--- src/rtl/versioned_watch_slot_table_top_assert.svh ---
`ifndef VERSIONED_WATCH_SLOT_TABLE_TOP_ASSERT_SVH
`define VERSIONED_WATCH_SLOT_TABLE_TOP_ASSERT_SVH

// same-cycle implication
`define VWST_ASSERT_NOW(name, cond, prop) \
  name: assert property (@(posedge clk) disable iff (rst) (cond) |-> (prop)) \
    else $error("vwst check failed");

// next-cycle implication
`define VWST_ASSERT_NEXT(name, cond, prop) \
  name: assert property (@(posedge clk) disable iff (rst) (cond) |=> (prop)) \
    else $error("vwst check failed");

`endif

--- src/rtl/vwst_pkg.sv ---
`timescale 1ns / 1ps

package vwst_pkg;

  localparam int SLOT_COUNT    = 16;
  localparam int MAX_RECEIVERS = 16;

  localparam int IDX_W = 4;
  localparam int GEN_W = 16;
  localparam int VAL_W = 64;
  localparam int VER_W = 32;
  localparam int CNT_W = $clog2(SLOT_COUNT + 1);
  localparam int RCV_W = $clog2(MAX_RECEIVERS + 1);

  typedef enum logic [2:0] {
    CMD_CREATE      = 3'd0,
    CMD_SUBSCRIBE   = 3'd1,
    CMD_DROP_SENDER = 3'd2,
    CMD_DROP_RCV    = 3'd3,
    CMD_SEND        = 3'd4,
    CMD_RECV        = 3'd5,
    CMD_QUERY       = 3'd6,
    CMD_UNDEFINED   = 3'd7
  } cmd_code_t;

  typedef enum logic [2:0] {
    ST_OK           = 3'd0,
    ST_NOT_FOUND    = 3'd1,
    ST_STALE        = 3'd2,
    ST_DISCONNECTED = 3'd3,
    ST_SENDER_DEAD  = 3'd4,
    ST_EXHAUSTED    = 3'd5
  } status_t;

  typedef enum logic [1:0] {
    S_IDLE,
    S_SCAN,
    S_EXEC
  } state_t;

  typedef struct packed {
    logic [2:0]       command;
    logic [IDX_W-1:0] slot_index;
    logic [GEN_W-1:0] handle_generation;
    logic [VAL_W-1:0] data_value;
    logic [VER_W-1:0] seen_version;
  } cmd_item_t;

  typedef struct packed {
    logic [2:0]       status;
    logic [IDX_W-1:0] out_slot;
    logic [GEN_W-1:0] out_generation;
    logic [VAL_W-1:0] read_value;
    logic [VER_W-1:0] read_version;
    logic             changed;
    logic [4:0]       receiver_total;
    logic             sender_live;
  } rsp_item_t;

endpackage

--- src/rtl/versioned_watch_slot_table_top.sv ---
`timescale 1ns / 1ps

// channel   dir  handshake              payload
// cmd       in   cmd_valid / cmd_ready  cmd_item_t (command, handle, value, seen version)
// rsp       out  rsp_valid / rsp_ready  rsp_item_t (status, handle, value, version, query)
//
// non-create commands: accept, then an execute step on the slot
// create scans opened slots one per cycle through the shared read port, stopping at the
// first dead slot with no receivers or at the end of the opened slots
// the execute cycle waits while a previous result is still held on rsp
// synchronous reset clears the sequencer, the opened-slot count and all generations

module versioned_watch_slot_table_top
  import vwst_pkg::*;
(
  input  logic      clk,
  input  logic      rst,
  input  logic      cmd_valid,
  output logic      cmd_ready,
  input  cmd_item_t cmd,
  output logic      rsp_valid,
  input  logic      rsp_ready,
  output rsp_item_t rsp
);

  `include "versioned_watch_slot_table_top_assert.svh"

  state_t state, state_next;

  logic [GEN_W-1:0] slot_generation [SLOT_COUNT];
  logic             slot_sender_alive [SLOT_COUNT];
  logic [VAL_W-1:0] slot_value [SLOT_COUNT];
  logic [VER_W-1:0] slot_version [SLOT_COUNT];
  logic [RCV_W-1:0] slot_receivers [SLOT_COUNT];
  logic [CNT_W-1:0] slots_in_use;

  cmd_item_t        item;
  logic [CNT_W-1:0] scan, scan_next;
  logic [IDX_W-1:0] slot, slot_next;
  logic             exhausted, exhausted_next;
  logic             fresh, fresh_next;

  logic [IDX_W-1:0] addr;
  logic [GEN_W-1:0] gen_rd;
  logic             alive_rd;
  logic [VAL_W-1:0] val_rd;
  logic [VER_W-1:0] ver_rd;
  logic [RCV_W-1:0] rcv_rd;
  logic [GEN_W-1:0] gen_bump;

  logic             out_free;
  logic             rsp_load;
  rsp_item_t        rsp_next;

  logic             we_gen, we_alive, we_val, we_ver, we_rcv, use_inc;
  logic             alive_wr;
  logic [VAL_W-1:0] val_wr;
  logic [VER_W-1:0] ver_wr;
  logic [RCV_W-1:0] rcv_wr;

  assign cmd_ready = (state == S_IDLE);
  assign out_free  = !rsp_valid || rsp_ready;

  // single read port shared by the scan and the execute step
  assign addr     = (state == S_SCAN) ? scan[IDX_W-1:0] : slot;
  assign gen_rd   = slot_generation[addr];
  assign alive_rd = slot_sender_alive[addr];
  assign val_rd   = slot_value[addr];
  assign ver_rd   = slot_version[addr];
  assign rcv_rd   = slot_receivers[addr];
  assign gen_bump = (gen_rd == {GEN_W{1'b1}}) ? GEN_W'(1) : gen_rd + GEN_W'(1);

  always_ff @(posedge clk) begin
    if (rst) begin
      state <= S_IDLE;
    end else begin
      state <= state_next;
    end
  end

  always_comb begin
    state_next     = state;
    scan_next      = scan;
    slot_next      = slot;
    exhausted_next = exhausted;
    fresh_next     = fresh;
    rsp_load       = 1'b0;
    rsp_next       = '0;
    we_gen         = 1'b0;
    we_alive       = 1'b0;
    we_val         = 1'b0;
    we_ver         = 1'b0;
    we_rcv         = 1'b0;
    use_inc        = 1'b0;
    alive_wr       = 1'b0;
    val_wr         = item.data_value;
    ver_wr         = ver_rd + VER_W'(1);
    rcv_wr         = rcv_rd;
    unique case (state)
      S_IDLE: begin
        scan_next      = '0;
        slot_next      = cmd.slot_index;
        exhausted_next = 1'b0;
        fresh_next     = 1'b0;
        if (cmd_valid) begin
          state_next = (cmd.command == CMD_CREATE) ? S_SCAN : S_EXEC;
        end
      end
      S_SCAN: begin
        priority if (scan == slots_in_use) begin
          exhausted_next = (slots_in_use >= CNT_W'(SLOT_COUNT));
          slot_next      = slots_in_use[IDX_W-1:0];
          fresh_next     = 1'b1;
          state_next     = S_EXEC;
        end else if (!alive_rd && rcv_rd == '0) begin
          slot_next  = scan[IDX_W-1:0];
          state_next = S_EXEC;
        end else begin
          scan_next = scan + CNT_W'(1);
        end
      end
      S_EXEC: begin
        if (out_free) begin
          rsp_load   = 1'b1;
          state_next = S_IDLE;
          priority if (item.command == CMD_CREATE) begin
            if (exhausted) begin
              rsp_next.status = ST_EXHAUSTED;
            end else begin
              we_gen                  = 1'b1;
              we_alive                = 1'b1;
              we_val                  = 1'b1;
              we_ver                  = 1'b1;
              we_rcv                  = 1'b1;
              alive_wr                = 1'b1;
              ver_wr                  = VER_W'(1);
              rcv_wr                  = RCV_W'(1);
              use_inc                 = fresh;
              rsp_next.status         = ST_OK;
              rsp_next.out_slot       = slot;
              rsp_next.out_generation = gen_bump;
            end
          end else if (item.command == CMD_UNDEFINED) begin
            rsp_next.status = ST_NOT_FOUND;
          end else if (CNT_W'(slot) >= slots_in_use) begin
            rsp_next.status = ST_NOT_FOUND;
          end else if (gen_rd != item.handle_generation) begin
            rsp_next.status = ST_STALE;
          end else begin
            rsp_next.status = ST_OK;
            unique case (item.command)
              CMD_SUBSCRIBE: begin
                priority if (!alive_rd) begin
                  rsp_next.status = ST_DISCONNECTED;
                end else if (rcv_rd >= RCV_W'(MAX_RECEIVERS)) begin
                  rsp_next.status = ST_EXHAUSTED;
                end else begin
                  we_rcv                  = 1'b1;
                  rcv_wr                  = rcv_rd + RCV_W'(1);
                  rsp_next.out_slot       = slot;
                  rsp_next.out_generation = gen_rd;
                end
              end
              CMD_DROP_SENDER: begin
                we_alive = 1'b1;
              end
              CMD_DROP_RCV: begin
                if (rcv_rd != '0) begin
                  we_rcv = 1'b1;
                  rcv_wr = rcv_rd - RCV_W'(1);
                end
              end
              CMD_SEND: begin
                if (!alive_rd) begin
                  rsp_next.status = ST_SENDER_DEAD;
                end else begin
                  we_val = 1'b1;
                  we_ver = 1'b1;
                end
              end
              CMD_RECV: begin
                rsp_next.read_value   = val_rd;
                rsp_next.read_version = ver_rd;
              end
              CMD_QUERY: begin
                rsp_next.changed        = (ver_rd != item.seen_version);
                rsp_next.receiver_total = 5'(rcv_rd);
                rsp_next.sender_live    = alive_rd;
              end
              default: begin
                rsp_next.status = ST_NOT_FOUND;
              end
            endcase
          end
        end
      end
      default: begin
        state_next = S_IDLE;
      end
    endcase
  end

  always_ff @(posedge clk) begin
    if (cmd_valid && cmd_ready) begin
      item <= cmd;
    end
    scan      <= scan_next;
    slot      <= slot_next;
    exhausted <= exhausted_next;
    fresh     <= fresh_next;
  end

  always_ff @(posedge clk) begin
    if (we_alive) begin
      slot_sender_alive[slot] <= alive_wr;
    end
    if (we_val) begin
      slot_value[slot] <= val_wr;
    end
    if (we_ver) begin
      slot_version[slot] <= ver_wr;
    end
    if (we_rcv) begin
      slot_receivers[slot] <= rcv_wr;
    end
  end

  always_ff @(posedge clk) begin
    if (rst) begin
      for (int i = 0; i < SLOT_COUNT; i++) begin
        slot_generation[i] <= '0;
      end
      slots_in_use <= '0;
    end else begin
      if (we_gen) begin
        slot_generation[slot] <= gen_bump;
      end
      if (use_inc) begin
        slots_in_use <= slots_in_use + CNT_W'(1);
      end
    end
  end

  always_ff @(posedge clk) begin
    if (rst) begin
      rsp_valid <= 1'b0;
    end else if (rsp_load) begin
      rsp_valid <= 1'b1;
    end else if (rsp_ready) begin
      rsp_valid <= 1'b0;
    end
  end

  always_ff @(posedge clk) begin
    if (rsp_load) begin
      rsp <= rsp_next;
    end
  end

  `VWST_ASSERT_NOW(a_use_bound, 1'b1, slots_in_use <= CNT_W'(SLOT_COUNT))
  `VWST_ASSERT_NOW(a_scan_bound, state == S_SCAN, scan <= slots_in_use)
  `VWST_ASSERT_NEXT(a_accept_busy, cmd_valid && cmd_ready, state != S_IDLE)
  `VWST_ASSERT_NEXT(a_new_gen_nonzero, we_gen, rsp.out_generation != '0)
  `VWST_ASSERT_NOW(a_open_only_fresh, use_inc, CNT_W'(slot) == slots_in_use)

endmodule

--- config.mk ---
export PLATFORM = sky130hd
export DESIGN_NAME = versioned_watch_slot_table_top
export DESIGN_NICKNAME = d
export VERILOG_FILES = /design/src/rtl/vwst_pkg.sv /design/src/rtl/versioned_watch_slot_table_top.sv
export VERILOG_INCLUDE_DIRS = /design/src /design/src/rtl
export SDC_FILE = /design/constraint.sdc
export NUM_CORES = 2
export LEC_CHECK = 0
export BUFFER_PORTS_ARGS = -buffer_cell sky130_fd_sc_hd__buf_4
export CAP_MARGIN = 30
export CORE_ASPECT_RATIO = 1.1
export CORE_MARGIN = 3
export CORE_UTILIZATION = 55
export CTS_BUF_LIST = sky130_fd_sc_hd__clkbuf_4 sky130_fd_sc_hd__clkbuf_8 sky130_fd_sc_hd__clkbuf_16
export DETAILED_ROUTE_END_ITERATION = 8
export PLACE_DENSITY_LB_ADDON = 0.05
export SLEW_MARGIN = 25
export SYNTH_ARGS = -nofsm -noshare
export SYNTH_HDL_FRONTEND = slang
export SYNTH_SLANG_ARGS = --single-unit
export TNS_END_PERCENT = 5
--- constraint.sdc ---
create_clock -name clk -period 20 [get_ports clk]
set_input_delay 6 -clock clk [delete_from_list [all_inputs] [get_ports clk]]
set_output_delay 6 -clock clk [all_outputs]
set_load 0.01 [all_outputs]
# Yosys cells after proc, flatten, opt, wreduce, memory -nomap -nowiden
# Memory sizes are Yosys's and may differ from the RTL's.
# Cells that the tools add are included.
[word_totals] ff_bits=260 ramBits=1888 mem_count=5
[memory_table] name="slot_value" words=16 word_bits=64 read_ports=1 rd_clocked_by_memory_dff=0 write_ports=1 line_no="versioned_watch_slot_table_top.sv:32" source="logic [VAL_W-1:0] slot_value [SLOT_COUNT];"
[memory_table] name="slot_version" words=16 word_bits=32 read_ports=1 rd_clocked_by_memory_dff=0 write_ports=1 line_no="versioned_watch_slot_table_top.sv:33" source="logic [VER_W-1:0] slot_version [SLOT_COUNT];"
[memory_table] name="slot_generation" words=16 word_bits=16 read_ports=1 rd_clocked_by_memory_dff=0 write_ports=16 line_no="versioned_watch_slot_table_top.sv:30" source="logic [GEN_W-1:0] slot_generation [SLOT_COUNT];"
[memory_table] name="slot_receivers" words=16 word_bits=5 read_ports=1 rd_clocked_by_memory_dff=0 write_ports=1 line_no="versioned_watch_slot_table_top.sv:34" source="logic [RCV_W-1:0] slot_receivers [SLOT_COUNT];"
[memory_table] name="slot_sender_alive" words=16 word_bits=1 read_ports=1 rd_clocked_by_memory_dff=0 write_ports=1 line_no="versioned_watch_slot_table_top.sv:31" source="logic slot_sender_alive [SLOT_COUNT];"
[op_classes] addsub=6 n_lt_le_gt_ge=3 n_eq_ne=19 muxes=102 bitwise=4 reduce_logical=21
[op_table] operator="2-to-1 mux 123 bit" n=3
[op_table] operator="2-to-1 mux 32 bit" n=4
[op_table] operator="2-to-1 mux 96 bit" n=1
[op_table] operator="2-to-1 mux 20 bit" n=4
[op_table] operator="2-to-1 mux 5 bit" n=12
[op_table] operator="2-to-1 mux 1 bit" n=50
[op_table] operator="adder 32 x 1 -> 32 bit (second input constant)" n=1
[op_table] operator="2-to-1 mux 16 bit" n=2
[op_table] operator="!= test 32 bit" n=1
[op_table] operator="2-to-1 mux 23 bit" n=1
[op_table] operator="2-to-1 mux 3 bit" n=7
[op_table] operator="one-hot mux 5 bit (2 select lines)" n=2
[op_table] operator="adder 16 x 1 -> 16 bit (second input constant)" n=1
[op_table] operator="== test 16 bit (second input constant)" n=1
[op_table] operator="2-to-1 mux 4 bit" n=4
[op_table] operator="!= test 16 bit" n=1
[op_table] operator="OR reduction 16 bit" n=1
[op_table] operator="adder 5 x 1 -> 5 bit (second input constant)" n=3
[op_table] operator="OR reduction 7 bit" n=2
[op_table] operator="== test 3 bit (second input constant)" n=4
[op_table] operator=">= comparator 5 bit (second input constant)" n=2
[op_table] operator="2-to-1 mux 2 bit" n=5
[op_table] operator="one-hot mux 3 bit (3 select lines)" n=1
[op_table] operator="!= test 2 bit (second input constant)" n=4
[op_table] operator="25 further kinds" n=38

# Depth between registers and ports, before layout
# An unclocked memory read counts as a cell.
[depth] word_depth=15 ltp_mapped=24 ltp_nobuf=13

# Least setup slack after synthesis
# Ideal clock, no wire load.
[synth_path] path_type="input -> register" start="input port rsp_ready" end="memory slot_value[9][0], enable pin" setup_ps=552 arrival_ps=15461 setup_slack_ps=3987 path_stages=8 n_path_buf=1 path_cell_list="nand2b_1 > nand2b_1 > inv_1 > clkbuf_1 > nand2_1 > nor3_1 > nand3_1 > nor2_1"
[synth_via] elab_chain_len=5
[synth_lines] item="from (decl)" line_no="versioned_watch_slot_table_top.sv:22" source="input logic rsp_ready,"
[synth_lines] item="logical OR 1 bit" line_no="versioned_watch_slot_table_top.sv:62" source="assign out_free = !rsp_valid || rsp_ready;"
[synth_lines] item="2-to-1 mux 1 bit" line_no="versioned_watch_slot_table_top.sv:123" source="if (out_free) begin"
[synth_lines] item="2-to-1 mux 1 bit" line_no="versioned_watch_slot_table_top.sv:99" source="unique case (state)"
[synth_lines] item="2-to-1 mux 1 bit" line_no="versioned_watch_slot_table_top.sv:217" source="if (we_val) begin"
[synth_lines] item="2-to-1 mux 1 bit (not written as such)" line_no="versioned_watch_slot_table_top.sv:218" source="slot_value[slot] <= val_wr;"
[synth_lines] item="to (decl)" line_no="versioned_watch_slot_table_top.sv:32"
# Every way passes these cells.

# Worst setup path in the final report
[layout_path] start="input port rsp_ready" end="memory slot_version[13][29], enable pin"
[layout_via] elab_chain_len=5
[layout_lines] item="logical OR 1 bit" line_no="versioned_watch_slot_table_top.sv:62"
[layout_lines] item="2-to-1 mux 1 bit" line_no="versioned_watch_slot_table_top.sv:123"
[layout_lines] item="2-to-1 mux 1 bit" line_no="versioned_watch_slot_table_top.sv:99"
[layout_lines] item="2-to-1 mux 1 bit" line_no="versioned_watch_slot_table_top.sv:220" source="if (we_ver) begin"
[layout_lines] item="2-to-1 mux 1 bit (not written as such)" line_no="versioned_watch_slot_table_top.sv:221" source="slot_version[slot] <= ver_wr;"
[layout_lines] item="to (decl)" line_no="versioned_watch_slot_table_top.sv:33"
# Every way passes these cells.

==> flow_metrics.tcl <==
set metrics [dict create \
    status "complete, no violations" \
    crit_required_ns 20.45 \
    syn_to_final_growth_pct 12.5 \
    num_vias 53700 \
    post-cts-setup-buffers 0 \
    routedWlPerCell_um 27.5 \
    setup_tns_ns 0 \
    slew_viol_final 0 \
    grt_overflow 0 \
    final_layout_size_suffix_gt1_frac 0.146 \
    relSlewSlack 0.243 \
    wl_mm 235 \
    p_int_mw 7.72 \
    rsz0062_at_grt "no" \
    start_util 0.557 \
    pwr-share-clk 0.387 \
    power_per_cell_area_nw_per_um2 104 \
    path_cells "buf_4 -> nand2b_1 -> nand2b_1 -> inv_8 -> nand2_1 -> nor2_1 -> nand3_1 -> nor2_4 -> buf_4 -> buf_4" \
    antenna_found_initial 4 \
    slowest_stage "buf_4" \
    finClkSkew_ns 0.0498 \
    grt_pass1_wl_mm 347 \
    p_sw_frac 0.247 \
    maxCapViolCount 0 \
    synthArstFlopShare 0 \
    boundaryPins 251 \
    ys_seq_elements 2148 \
    cts_tree "yes" \
    cts_inserted_buffers 208 \
    hpwl_mm 129 \
    grt.total_usage 0.286 \
    grt_max_degree 171 \
    synthDistinctLibCells 98 \
    synth_edf_count 2140 \
    ctsHtreeMaxLevel 4 \
    tightest_slew_ns 1.14 \
    die_h_um 424 \
    hold_viol 0 \
    switchingPower_mw 2.54 \
    cts_sinks 2148 \
    clockRootBuffer "clkbuf_16" \
    clk_latency_ns 0.86 \
    yosysSeqAreaShare 0.736 \
    setup_violations 0 \
    fin_nets 6447 \
    max_clock_freq_mhz 104 \
    cp-start-kind "input pin" \
    rows 152 \
    cts_buffer_depth 3 \
    dieArea_um2 164000 \
    total_power_mw 10.3 \
    worstPathArrival_ns 10.10 \
    seq_power_share 0.503 \
    io_buffers 250 \
    cts_resized 0 \
    syn_avg_cell_area_um2 14.3 \
    synth_top_area_cell "edfxtp_1" \
    core_um2 157000 \
    n_fill_cell 11700 \
    dr.first_iter.drc_count 6002 \
    synth_common_cells "2140 x edfxtp_1, 1386 x nand2_1, 377 x nor2_1, 359 x nand3_1, 274 x clkbuf_1" \
    synth_fp_nets 6254 \
    gp_congestion 0.878 \
    vias_per_cell 6.26 \
    drc 0 \
    worstPathMaxFanout 79 \
    pwr-share-comb 0.110 \
    crit_top_cell "buf_4" \
    crit_path_end_kind "flop" \
    peakVddDrop_uv 79.6 \
    ctsHoldBuffers 0 \
    synthFlopType "edfxtp_1" \
    grt_pass1_vias 52000 \
    synth_top_cells_by_area "edfxtp_1 73%, nand2_1 5.9%, mux4_2 2.3%" \
    p_leak_nw 33.5 \
    post-route-period-util 0.482 \
    crit_path_max_incr_delay_ns 0.82 \
    first_pass_iters 6 \
    layout_min_cycle_time_ns 9.65 \
    hold_path.class "reg -> reg" \
    synthCells 6121 \
    drt.antenna.violating_nets 0 \
    die_x_um 386 \
    cts.clk_slew.worst_paths_ns 0.07 \
    yosysTopAreaCellShare 0.735 \
    syn_area_um2 87500 \
    critPathKind "in -> reg" \
    yosysMostFrequentCell "edfxtp_1" \
    yosysWarningCount 0 \
]
[placed cells by master, fill, tap and decap left out, drive strengths merged, types with 51 or more instances in the layout]
cell type  count
clkinv        99
clkbuf       248
xnor2         51
and3         174
a311oi       193
edfxtp      2140
nand3        362
nor2         378
nor3          54
a31oi         79
mux4          93
a21oi         64
mux2i        146
a2111oi       76
nand2       1396
buf          400
nand2b        56
[power groups by stage]
stage	clock, mW	combinational (mW)	sequential (mW)
after detailed placement	0	1.10	5.26
after floorplan	0	0.684	5.24
after global routing	4.22	1.20	5.17
final	3.97	1.12	5.16
after global placement	0	1.08	5.26
after CTS	4.02	1.11	5.16
[layout make-up]
class                      count  area, µm²  share of cell area
sequential                  2148      64400               0.655
multi-input combinational   3522      21100               0.214
clock buffer                 247       5550              0.0564
timing repair buffer         402       3260              0.0331
tap                         2079       2600              0.0264
clock inverter               135       1360              0.0139
inverter                      32        129             0.00131
antenna                        1       2.50           0.0000254
[path summary, 6_finish.rpt]
check	cells after the start	slack, ns	end	from
worst max-delay path	10	10.35	slot_version[13][29]	rsp_ready
worst min-delay path	2	0.56	rsp_valid	rsp_valid
worst max register to register	16	11.25	slot_version[13][29]	state[1]
worst min register to register	2	0.56	rsp_valid	rsp_valid
[critical path, delay by kind of cell]
| family | cells | cell delay (ns) |
|---|---|---|
| simple gates | 6 | 1.65 |
| buf+inv | 4 | 2.31 |
[layer usage]
| metal | track usage | part of all wire | vias up | wire length (µm) |
|---|---|---|---|---|
| li1 | - | - | 23500 | - |
| met1 | 0.424 | 0.42 | 27400 | 99600 |
| met2 | 0.439 | 0.47 | 2453 | 110000 |
| met3 | 0.0495 | 0.082 | 387 | 19300 |
| met4 | 0.0851 | 0.026 | 0 | 6170 |
| met5 | 0 | 0 | - | 0 |
[flip-flops by register name, indices dropped and copies added (netlist names)]
name and flops:
slot_receivers 80, slot_version 512, val_wr 64, scan 5, item 51, rsp 126, slot 4, exhausted 1
state 2, slot_value 1024, rsp_valid 1, slot_sender_alive 16, fresh 1, slots_in_use 5, slot_generation 256
[kinds of logic (layout without fill, tap and decap cells)]
| group | Yosys count | after routing | synth area share |
|---|---|---|---|
| xor gates and xnor gates | 91 | 91 | 0.00920 |
| other | 0 | 1 | 0 |
| DFF | 2148 | 2148 | 0.736 |
| adders and majority gates | 10 | 10 | 0.00143 |
| and+or+nand+nor | 2532 | 2532 | 0.128 |
| muxes | 244 | 244 | 0.0416 |
| AOI/OAI and AO/OA | 645 | 645 | 0.0575 |
| buffers and inverters | 451 | 816 | 0.0263 |
[stage by stage]
step                       util  hold WS (ns)  instance area (µm²)  setup slack [ns]  cells
after floorplan               -         0.534                87500              3.99   6121
after global placement    0.580         0.538                91200              9.14   8164
after detailed placement  0.582         0.551                91400              9.60   8176
after CTS                 0.626         0.561                98300             10.47   8558
after global routing      0.626         0.595                98400             10.17   8565
final                     0.626         0.556                98400             10.35   8566
Note: power is estimated with default switching activity, not from simulation.
